### src/rtl/cfdlw_pkg.sv
`timescale 1ns / 1ps
// ----------------------------------------------------------------------------
// cfdlw_pkg
// Shared types and constants for the frame deframer with link watchdog.
// ----------------------------------------------------------------------------
package cfdlw_pkg;

  localparam int BUF_DEPTH = 1024;
  localparam int BAW       = $clog2(BUF_DEPTH);      // byte store address
  localparam int FCW       = $clog2(BUF_DEPTH + 1);  // fill count, prefix address
  localparam int TW        = 17;                     // tick counter / timeouts
  localparam int CFG_IW    = 2;

  localparam logic [7:0]    MARK_START = 8'hFF;
  localparam logic [7:0]    MARK_END   = 8'hFE;
  localparam logic [15:0]   MIN_LEN    = 16'd7;
  localparam logic [15:0]   CTRL_LEN   = 16'd8;
  localparam logic [TW-1:0] TICK_MAX   = {TW{1'b1}};
  localparam logic [7:0]    HID_FWD    = 8'h01;
  localparam logic [7:0]    HID_CTRL   = 8'h02;
  localparam logic [7:0]    CID_KEEP   = 8'h01;
  localparam logic [7:0]    CID_REBOOT = 8'h02;

  localparam logic [TW-1:0] INIT_TMO_RST = 17'd120000;
  localparam logic [TW-1:0] KEEP_TMO_RST = 17'd60000;

  localparam logic [CFG_IW-1:0] CFG_INIT_TMO = 2'd0;
  localparam logic [CFG_IW-1:0] CFG_KEEP_TMO = 2'd1;

  localparam logic [1:0] MODE_INITIAL = 2'd0;
  localparam logic [1:0] MODE_ACTIVE  = 2'd1;
  localparam logic [1:0] MODE_ERROR   = 2'd2;

  localparam logic [2:0] ACT_NONE     = 3'd0;
  localparam logic [2:0] ACT_FORWARD  = 3'd1;
  localparam logic [2:0] ACT_KEEP     = 3'd2;
  localparam logic [2:0] ACT_REBOOT   = 3'd3;
  localparam logic [2:0] ACT_BAD_SIZE = 3'd4;
  localparam logic [2:0] ACT_UNK_CMD  = 3'd5;
  localparam logic [2:0] ACT_UNK_HID  = 3'd6;

  typedef struct packed {
    logic       opcode;
    logic [7:0] rx_byte;
  } in_item_t;

  typedef struct packed {
    logic        frame_found;
    logic [7:0]  handler_id;
    logic [7:0]  command_id;
    logic [10:0] frame_length;
    logic [2:0]  action;
    logic [1:0]  link_state;
    logic        timed_out;
  } out_item_t;

  typedef struct packed {
    logic       is_tick;
    logic       is_end;
    logic [7:0] data;
  } q_item_t;

  typedef struct packed {
    logic [TW-1:0] init_tmo;
    logic [TW-1:0] keep_tmo;
  } cfg_t;

endpackage

### src/rtl/cfdlw_front.sv
`timescale 1ns / 1ps
// ----------------------------------------------------------------------------
// cfdlw_front
// Input side: classifies each transaction and holds it in a two-entry queue.
// ----------------------------------------------------------------------------
module cfdlw_front
  import cfdlw_pkg::*;
(
  input  logic     clk,
  input  logic     rst_n,
  input  logic     in_valid,
  output logic     in_stall,
  input  in_item_t in_data,
  output logic     q_valid,
  output q_item_t  q_item,
  input  logic     q_pop
);

  q_item_t    slot_r [2];
  logic       wp_r, wp_nxt, rp_r, rp_nxt;
  logic [1:0] cnt_r, cnt_nxt;
  logic       push;
  q_item_t    cls;

  assign in_stall = (cnt_r == 2'd2);
  assign push     = in_valid && !in_stall;
  assign q_valid  = (cnt_r != 2'd0);
  assign q_item   = slot_r[rp_r];

  always_comb begin
    cls.is_tick = in_data.opcode;
    cls.is_end  = !in_data.opcode && (in_data.rx_byte == MARK_END);
    cls.data    = in_data.rx_byte;
    wp_nxt  = push ? !wp_r : wp_r;
    rp_nxt  = q_pop ? !rp_r : rp_r;
    cnt_nxt = cnt_r + {1'b0, push} - {1'b0, q_pop};
  end

  always_ff @(posedge clk) begin
    if (!rst_n) begin
      wp_r  <= 1'b0;
      rp_r  <= 1'b0;
      cnt_r <= 2'd0;
    end else begin
      wp_r  <= wp_nxt;
      rp_r  <= rp_nxt;
      cnt_r <= cnt_nxt;
    end
    if (push) begin
      slot_r[wp_r] <= cls;
    end
  end

endmodule

### config.mk
export PLATFORM = sky130hd
export DESIGN_NAME = cfdlw_front
export DESIGN_NICKNAME = d
export VERILOG_FILES = /design/src/rtl/cfdlw_pkg.sv /design/src/rtl/cfdlw_front.sv
export SDC_FILE = /design/constraint.sdc
export NUM_CORES = 1
export LEC_CHECK = 0
export BUFFER_PORTS_ARGS = -buffer_cell sky130_fd_sc_hd__buf_4
export CORE_MARGIN = 4
export CORE_UTILIZATION = 45
export CTS_CLUSTER_SIZE = 24
export DETAILED_ROUTE_END_ITERATION = 10
export GPL_ROUTABILITY_DRIVEN = 0
export PLACE_DENSITY = 0.7
export SETUP_SLACK_MARGIN = 0.3
export SYNTH_ARGS = -nofsm -noshare
export SYNTH_HDL_FRONTEND = slang
export SYNTH_SLANG_ARGS = --single-unit
### constraint.sdc
create_clock -name clk -period 2.1 [get_ports clk]
set_clock_uncertainty 0.05 [all_clocks]
set_input_delay 0.63 -clock clk [delete_from_list [all_inputs] [get_ports clk]]
set_output_delay 0.63 -clock clk [all_outputs]
set_load 0.02 [all_outputs]
==> results of run 1 <==
[stage by stage]
| stage | worst slack, ns | utilization, % | hold slack, ns |
|---|---|---|---|
| 6_report | 0.167 | 66.3 | 0.456 |
| 5_1_grt | 0.115 | 66.3 | 0.428 |
| 4_1_cts | 0.156 | 65.9 | 0.448 |
| 3_5_place_dp | 0.273 | 59.1 | 0.436 |
| 3_3_place_gp | 0.284 | 59.1 | 0.422 |
| 2_1_floorplan | 0.437 | - | 0.405 |
[worst paths after layout]
kind | slack, ns | start | depth (start not counted) | end
hold reg to reg | 0.46 | wp_r | 2 | wp_r
setup reg to reg | 0.51 | cnt_r[0] | 8 | cnt_r[1]
hold / removal | 0.46 | in_data[8] | 1 | slot_r[0][9]
setup / recovery | 0.17 | register | 3 | q_item[6]
[per-layer routing]
layer	vias to the layer above	GRT usage (%)
met5	-	0
met2	16	23.1
met3	4	2.45
met4	0	7.47
met1	270	14.1
li1	278	-
[cells in the mapped netlist]
| cell type | n | area [um2] |
|---|---|---|
| mux2i_1 | 1 | 10.0 |
| xnor2_1 | 2 | 17.5 |
| ha_1 | 2 | 25.0 |
| nand2b_1 | 2 | 12.5 |
| nor4_1 | 1 | 6.26 |
| or2_2 | 1 | 6.26 |
| and2_1 | 1 | 6.26 |
| nor2_1 | 4 | 15.0 |
| dfxtp_1 | 5 | 100 |
| buf_4 | 1 | 7.51 |
| and3_1 | 1 | 6.26 |
| nand2_1 | 4 | 15.0 |
| xor2_1 | 1 | 8.76 |
| nand4b_1 | 1 | 8.76 |
| mux2_2 | 10 | 113 |
| edfxtp_1 | 20 | 601 |
| inv_1 | 3 | 11.3 |
[flip-flops by register name (all words and copies together), names as in the netlist, named ones only]
name and count:
rp_r 1, cnt_r 2, wp_r 1, slot_r 20
[kinds of logic (layout without fill, tap and decap cells)]
logic type               Yosys count  after routing
adder cells (fa/ha/maj)            2              2
AND/OR/NAND/NOR                   15             15
flip-flops                        25             25
buffers and inverters              4             35
XOR/XNOR                           3              3
multiplexers                      11             11
[final cells by class]
type | count | area, um2
multi-input cells | 31 | 290
inverters | 3 | 11.3
clock buffers | 4 | 26.3
well taps | 27 | 33.8
fillers | 158 | 676
repair buffers | 28 | 259
flip-flops and latches | 25 | 706
[power by group through the flow]
stage / Sequential, W / Clock [W] / Combinational [W]
global route: 0.000667 / 0.000235 / 0.000469
floorplan: 0.000654 / 0 / 0.000224
CTS: 0.000657 / 0.000210 / 0.000423
finish: 0.000660 / 0.000203 / 0.000432
detailed placement: 0.000670 / 0 / 0.000351
global placement: 0.000667 / 0 / 0.000346
[what timing repair did]
| action | 4_1_cts | 5_1_grt |
|---|---|---|
| setup buffers | 3 | 0 |
| hold buffers | 0 | 0 |
| gates resized for setup | 26 | 2 |
| endpoints found under the setup margin | 11 | 11 |
| pin swaps | 0 | 0 |
[worst reg2reg max path, cell delays in order (launching register included)]
cell and delay, ns:
dfxtp_1 0.36, nand2b_1 0.14, nand2_1 0.11, ha_1 0.29, inv_1 0.04, ha_1 0.18, xor2_1 0.16, xnor2_1 0.13
nor2_1 0.05
==> reports/metrics.csv, run 1 <==
stage,metric,value,unit
final_layout,"commonest non-fill, non-tap cells in the layout","20 x edfxtp_1, 15 x buf_4, 13 x buf_6, 10 x mux2_4",
sta,final hold vios,0,
hold_path,Worst Hold Class,input pin to register,
pwr,PD cells,976,nW/um2
setup_path,CP max stage delay,0.38,ns
route,met2 WL,876,um
floorplan,Die X,54.4,um
sta,unrepaired setup endpoints after global routing,yes,
setup_path,Crit. End Element,output port,
setup_path,cells along the critical path,buf_6 > mux2_4 > buf_6,
route,WL met1,626,um
sta,Post-Route Setup TNS,0,ns
setup_path,"Largest delay share family, worst path",flip-flops,
setup_path,Arrival @ worst endpoint,1.25,ns
floorplan,placement row count,16,
final_layout,ratio of cells with drive above 1 in the final layout,48.4,%
setup_path,Buf/Inv on CP,2,
clock_tree,H-tree levels,1,
clock_tree,clk buf depth,2,
clock_tree,clock latency on the worst-skew pair,0.30,ns
pwr,Sequential Power Share,50.9,%
final_layout,ANT cells,0,
flow_run,max-cap violations,0,
route,vias per cell,4.81,
synth,sequential share of the synthesized area,72.3,%
global_routing,antenna violations before repair,0,
route,Initial DRC Count,14,
floorplan,io pins,25,
synth,mux share of post-synthesis cell area,12.6,%
global_routing,first-pass GRT wire length,2590,um
floorplan,core area,2000,um2
final_layout,Synth-to-Final Area Change,36.8,%
final_layout,"commonest non-fill, non-tap cell in the layout",edfxtp_1,
route,WL/cell,13.7,um
global_routing,largest net degree at the start of global routing,14,
clock_tree,clock tree from TritonCTS,done,
pwr,leakage power,0.560,nW
synth,largest family of logic cells by synthesized area,multiplexers,
synth,Synth Area in XOR/XNOR,2.71,%
route,"antenna viol nets, final",0,
route,met3 routed WL,75,um
global_routing,vias in the first global route,614,
sta,worst rel slew slack,68.4,%
setup_path,"critical path fanouts, max",5,
setup_path,CP required,1.42,ns
pwr,Final Power,0.00129,W
floorplan,Die ar.,2960,um2
floorplan,die height,54.4,um
final_layout,Finished Layout Cells,118,
final_layout,"Net count, final",107,
synth,"Warnings, synthesis",0,
sta,fin crit share,92.0,%
clock_tree,clock-pin slew on the worst setup and hold paths,0.12,ns
route,DR pass1 iterations,4,
placed_design,Post-DP Area,1180,um2
synth,Yosys cell types,17,
placed_design,Inst Count DP,111,
pwr,Clk network pwr share,15.7,%
clock_tree,clk root buf,clkbuf_4,
route,drt drc,0,
synth,Synth Area in Compound Gates,0,%
sta,Period minus WS final,1.93,ns
route,final wirelength,1620,um
setup_path,Worst Setup Start Kind,register,
setup_path,Crit path top cell by count,buf_6,
sta,Fmax,0.517,GHz
synth,Mapped Nets,75,
floorplan,initial core utilization,48.4,%
synth,synthesized instance count,60,
route,vias,568,
clock_tree,Num CTS Buffers,3,
synth,Synth Area per Inst,16.2,um2
global_routing,Total GRT Usage,12.9,%
clock_tree,clk sinks,25,
pwr,Logic pwr share,33.4,%
run_status,status,completed,
synth,Mapped Area,970,um2
setup_path,WS Path Type,register to output port,
sta,final setup vio count,0,
synth,Synth Area in Simple Gates,7.87,%
sta,final slew viol count,0,
synth,post-synthesis adder-cell area fraction,2.58,%
route,Top Metal Used,met4,
pwr,VDD IR max,0.560,mV
final_layout,final instance area,1330,um2
pwr,switching pwr,0.000361,W
sta,Slew @ Worst Pin,0.475,ns
global_routing,remaining global-route overflow,0,
pwr,P_int,0.000934,W
synth,Yosys reg bits,25,
pwr,switching portion of total power,27.9,%
setup_path,Worst path slowest cell,dfxtp_4,
placed_design,Port Buffers,24,
placed_design,dpl hpwl,1100,um
(Power assumes the default switching activity.)
==> run 2: changes to the inputs <==
--- a/config.mk
+++ b/config.mk
@@ -12,6 +12,7 @@
 export DETAILED_ROUTE_END_ITERATION = 10
 export GPL_ROUTABILITY_DRIVEN = 0
 export PLACE_DENSITY = 0.7
+export RECOVER_POWER = 100
 export SETUP_SLACK_MARGIN = 0.3
 export SYNTH_ARGS = -nofsm -noshare
 export SYNTH_HDL_FRONTEND = slang
==> run 2 against run 1 <==
Compared with the run above:
- non-clock buffer count unchanged
- hold slack better by 0.0012 ns
- flip-flop and latch count unchanged
- clock power about the same
- worst setup slack worse by 0.049 ns
- cell area down 4.2%
- critical path type unchanged
- critical endpoint unchanged
- largest cell class unchanged
==> reports/metrics.csv, run 2 (synthesis gave the netlist of run 1 again) <==
stage,metric,value,unit,change
setup_path,"critical path fanouts, max",5,,unchanged
final_layout,ratio of cells with drive above 1 in the final layout,33.0,%,-15 points
clock_tree,clock-pin slew on the worst setup and hold paths,0.12,ns,about the same
final_layout,Synth-to-Final Area Change,31.0,%,
sta,Min Hold Slack,0.458,ns,+0.00116 ns
placed_design,dpl hpwl,1100,um,unchanged
clock_tree,H-tree levels,1,,unchanged
floorplan,Die ar.,2960,um2,unchanged
route,WL/cell,13.8,um,+0.25%
setup_path,Worst Setup Start Kind,register,,
setup_path,WS Path Type,register to output port,,
floorplan,die height,54.4,um,unchanged
setup_path,Arrival @ worst endpoint,1.30,ns,+0.05 ns
global_routing,vias in the first global route,614,,unchanged
pwr,leakage power,0.513,nW,-8.5%
clock_tree,clock latency on the worst-skew pair,0.31,ns,about the same
final_layout,area of the multi-input gates,290,um2,unchanged
sta,fin crit share,94.3,%,+2.3 points
clock_tree,Num CTS Buffers,3,,unchanged
run_status,status,completed,,
final_layout,"Net count, final",107,,unchanged
placed_design,Port Buffers,24,,unchanged
floorplan,initial core utilization,48.4,%,unchanged
sta,Fmax,0.505,GHz,-2.5%
global_routing,first-pass GRT wire length,2590,um,unchanged
sta,unrepaired setup endpoints after global routing,yes,,
sta,Period minus WS final,1.98,ns,+0.0486 ns
sta,final hold vios,0,,unchanged
pwr,VDD IR max,0.545,mV,-2.7%
final_layout,ANT cells,0,,unchanged
setup_path,Reg2Reg Depth,8,,unchanged
global_routing,Total GRT Usage,12.9,%,unchanged
final_layout,fill count,174,,+10%
clock_tree,clock tree from TritonCTS,done,,
floorplan,core area,2000,um2,unchanged
final_layout,Biggest register,slot_r,,
global_routing,remaining global-route overflow,0,,unchanged
final_layout,final instance area,1270,um2,-4.2%
sta,worst rel slew slack,59.8,%,-8.6 points
sta,Post-Route Setup TNS,0,ns,unchanged
placed_design,Post-DP Area,1180,um2,unchanged
pwr,PD cells,1000,nW/um2,+2.4%
clock_tree,clk sinks,25,,unchanged
route,Initial DRC Count,10,,-4
route,vias,577,,+1.6%
sta,final setup vio count,0,,unchanged
route,final wirelength,1620,um,+0.25%
final_layout,sequential cell area,701,um2,-0.71%
global_routing,antenna violations before repair,0,,unchanged
clock_tree,clk root buf,clkbuf_4,,
setup_path,Crit. End Element,output port,,
hold_path,Worst Hold Class,register to register,,
flow_run,max-cap violations,0,,unchanged
floorplan,placement row count,16,,unchanged
final_layout,Largest regs,"slot_r (20), cnt_r (2)",,
floorplan,io pins,25,,unchanged
route,vias per cell,4.89,,+1.6%
sta,final slew viol count,0,,unchanged
global_routing,largest net degree at the start of global routing,14,,unchanged
route,drt drc,0,,unchanged
final_layout,"commonest non-fill, non-tap cells in the layout","20 x edfxtp_1, 13 x clkbuf_1, 12 x buf_6, 10 x mux2_4, 5 x dfxtp_1",,
route,"antenna viol nets, final",0,,unchanged
floorplan,Die X,54.4,um,unchanged
sta,Slew @ Worst Pin,0.603,ns,+0.129 ns
clock_tree,clk buf depth,2,,unchanged
setup_path,CP required,1.42,ns,about the same
route,DR pass1 iterations,4,,unchanged
final_layout,max reg flops,20,,unchanged
hold_path,Hold Path Stages,2,,+1
final_layout,"commonest non-fill, non-tap cell in the layout",edfxtp_1,,
==> run 2: changes by cell type in the layout (fill, tap and decap cells not counted) <==
cell | before | now
buf_4 | 15 | 3
buf_6 | 13 | 12
dfxtp_2 | 1 | 0
dfxtp_1 | 3 | 5
dfxtp_4 | 1 | 0
clkbuf_1 | 1 | 13
clkbuf_2 | 0 | 1
and2_1 | 1 | 0
and2_0 | 0 | 1
==> run 2: final cells by class <==
| type | count | share of cell area (%) |
|---|---|---|
| Clock buffer | 4 | 2.07 |
| Inverter | 3 | 0.887 |
| Timing Repair Buffer | 28 | 16.4 |
| Sequential cell | 25 | 55.2 |
| Multi-Input combinational cell | 31 | 22.9 |
| Tap cell | 27 | 2.66 |
==> run 2: worst paths after layout <==
path                 start         to  slack [ns]
setup / recovery  register  q_item[6]        0.12
hold / removal        wp_r       wp_r        0.46
setup reg to reg  cnt_r[0]   cnt_r[1]        0.51
hold reg to reg       wp_r       wp_r        0.46
==> run 2: power breakdown <==
group	internal, W	total, W	switching, W
combinational	0.000210	0.000408	0.000198
clock	0.0000741	0.000204	0.000129
sequential	0.000624	0.000658	0.0000335
total	0.000909	0.00127	0.000361
==> run 2: worst max-delay path, stage by stage, from the launching register on <==
cell and delay, ns:
dfxtp_1 0.40, buf_6 0.15, mux2_4 0.31, buf_6 0.13
==> run 2: what timing repair did <==
item                       in CTS  in global routing
hold buffers                    0                  0
gates resized for setup        26                  2
buffers inserted                3                  0
setup endpoints to repair      11                 11
==> run 2: through the flow <==
step	total power (W)	std cells	setup slack [ns]	util, %
CTS	0.00129	118	0.156	65.9
global route	0.00134	118	0.0580	63.4
finish	0.00127	118	0.119	63.4
global placement	0.00101	111	0.284	59.1
floorplan	0.000878	60	0.437	-
detailed placement	0.00102	111	0.273	59.1
==> run 2: routing by layer <==
metal	vias to the layer above	track usage, %	wire, um
li1	278	-	-
met1	279	14.1	655
met2	16	23.1	854
met3	4	2.45	74
met4	0	7.47	39
met5	-	0	0
==> run 3: changes to the inputs <==
--- a/config.mk
+++ b/config.mk
@@ -13,7 +13,6 @@
 export GPL_ROUTABILITY_DRIVEN = 0
 export PLACE_DENSITY = 0.7
 export RECOVER_POWER = 100
-export SETUP_SLACK_MARGIN = 0.3
 export SYNTH_ARGS = -nofsm -noshare
 export SYNTH_HDL_FRONTEND = slang
 export SYNTH_SLANG_ARGS = --single-unit
==> run 3 against run 2 <==
Compared with the run above:
- fmax decreased by 1.0%
- worst setup slack got worse by 0.020 ns
- critical path type unchanged
- combinational power down 28%
- largest cell class unchanged
- highest routed layer unchanged
- hold slack got worse by 0.0035 ns
==> reports/metrics.csv, run 3 (synthesis gave the netlist of run 1 again) <==
stage,metric,value,unit,change
run_status,status,completed,,
setup_path,Reg2Reg Depth,8,,unchanged
route,WL/cell,12.8,um,-6.8%
pwr,Final Power,0.00115,W,-9.1%
global_routing,remaining global-route overflow,0,,unchanged
clock_tree,clock latency on the worst-skew pair,0.30,ns,about the same
global_routing,first-pass GRT wire length,2420,um,-6.7%
sta,Post-Route Setup TNS,0,ns,unchanged
flow_run,max-cap violations,0,,unchanged
final_layout,ANT cells,0,,unchanged
setup_path,Arrival @ worst endpoint,1.32,ns,+0.02 ns
final_layout,"commonest non-fill, non-tap cell in the layout",edfxtp_1,,
final_layout,Biggest register,slot_r,,
floorplan,die height,54.4,um,unchanged
pwr,leakage power,0.436,nW,-15%
setup_path,WS Path Type,register to output port,,
sta,worst rel slew slack,60.5,%,+0.71 points
final_layout,Synth-to-Final Area Change,17.3,%,
floorplan,core area,2000,um2,unchanged
sta,final hold vios,0,,unchanged
route,Initial DRC Count,10,,unchanged
floorplan,initial core utilization,48.4,%,unchanged
placed_design,Post-DP Area,1180,um2,unchanged
setup_path,Worst Setup Start Kind,register,,
hold_path,min-delay src,wp_r,,
placed_design,dpl hpwl,1100,um,unchanged
hold_path,Hold Path Stages,2,,unchanged
pwr,Sequential Power Share,57.1,%,+5.3 points
route,vias,563,,-2.4%
clock_tree,clk sinks,25,,unchanged
pwr,switching portion of total power,29.2,%,+0.76 points
route,drt drc,0,,unchanged
clock_tree,clk root buf,clkbuf_4,,
final_layout,fill count,188,,+8.0%
sta,Slew @ Worst Pin,0.592,ns,-0.0107 ns
sta,Fmax,0.500,GHz,-1.0%
route,final wirelength,1470,um,-9.2%
setup_path,"critical path fanouts, max",10,,+5
sta,fin crit share,95.3,%,+0.96 points
floorplan,placement row count,16,,unchanged
setup_path,Worst R2R Start,cnt_r[0],,
route,"antenna viol nets, final",0,,unchanged
setup_path,R2R Path End,cnt_r[1],,
pwr,Clk network pwr share,17.4,%,+1.4 points
final_layout,"Net count, final",104,,-2.8%
pwr,switching pwr,0.000337,W,-6.7%
global_routing,vias in the first global route,580,,-5.5%
hold_path,hold worst-path end,wp_r,,
hold_path,Worst Hold Class,register to register,,
floorplan,io pins,25,,unchanged
clock_tree,clock-pin slew on the worst setup and hold paths,0.12,ns,about the same
pwr,VDD IR max,0.580,mV,+6.4%
setup_path,FF-to-FF setup slack,0.52,ns,about the same
placed_design,Port Buffers,24,,unchanged
sta,final setup vio count,0,,unchanged
final_layout,final instance area,1140,um2,-10%
sta,Min Hold Slack,0.454,ns,-0.00352 ns
setup_path,Crit. End Element,output port,,
sta,Period minus WS final,2.00,ns,+0.0202 ns
route,vias per cell,4.90,,+0.12%
global_routing,Total GRT Usage,11.9,%,-0.99 points
clock_tree,clk buf depth,2,,unchanged
final_layout,max reg flops,20,,unchanged
global_routing,largest net degree at the start of global routing,14,,unchanged
final_layout,"commonest non-fill, non-tap cells in the layout","20 x edfxtp_1, 14 x clkbuf_1, 10 x mux2_2, 6 x clkbuf_2",,
global_routing,antenna violations before repair,0,,unchanged
pwr,PD cells,1010,nW/um2,+1.5%
pwr,P_int,0.000817,W,-10%
route,DR pass1 iterations,2,,-2
setup_path,CP required,1.42,ns,about the same
sta,unrepaired setup endpoints after global routing,no,,
sta,final slew viol count,0,,unchanged
final_layout,Largest regs,"slot_r (20), cnt_r (2)",,
pwr,Logic pwr share,25.5,%,-6.7 points
floorplan,Die ar.,2960,um2,unchanged
clock_tree,H-tree levels,1,,unchanged
clock_tree,Num CTS Buffers,3,,unchanged
floorplan,Die X,54.4,um,unchanged
clock_tree,clock tree from TritonCTS,done,,
final_layout,ratio of cells with drive above 1 in the final layout,30.7,%,-2.3 points
[run 3: metal layers]
metal	track usage, %	up-vias	share of wire [%]
li1	-	271	-
met1	13.1	272	41
met2	20.9	16	52
met3	2.45	4	4.3
met4	7.47	0	2.6
met5	0	-	0
[run 3: final cells by class]
type	instances	area, um2	area share [%]
sequential	25	702	61.7
multi-input combinational	31	250	22.0
timing repair buffer	25	114	10.0
tap	27	33.8	2.97
clock buffer	4	26.3	2.31
inverter	3	11.3	0.990
[run 3: metrics by stage]
stage / setup slack [ns] / util [%] / instances
floorplan: 0.437 / - / 60
global placement: 0.284 / 59.1 / 111
detailed placement: 0.273 / 59.1 / 111
CTS: 0.0679 / 60.5 / 115
global route: 0.0304 / 56.8 / 115
finish: 0.0985 / 56.8 / 115
[run 3: how the worst max path moves through the flow]
stage	to	depth (start not counted)	start
6_report	q_item[9]	2	register
5_1_grt	q_item[7]	2	register
4_1_cts	q_item[9]	2	register
3_5_place_dp	cnt_r[1]	8	in_valid
3_3_place_gp	q_item[9]	2	register
2_1_floorplan	cnt_r[1]	7	in_valid
[run 3: critical path, stage by stage, from the launching register on]
cell and delay (ns):
dfxtp_2 0.49, mux2_2 0.37, buf_2 0.16
[run 3: timing repair]
action                     4_1_cts  5_1_grt
hold endpoints to repair         0        0
setup endpoints to repair       10        0
resized for setup                1        0
hold buffers                     0        0
setup buffers                    0        0
[run 3: power by group through the flow]
stage	Combinational, W	Sequential (W)	Clock, W
finish	0.000295	0.000659	0.000201
global placement	0.000346	0.000667	0
global route	0.000330	0.000667	0.000233
detailed placement	0.000351	0.000670	0
CTS	0.000352	0.000659	0.000210
floorplan	0.000224	0.000654	0
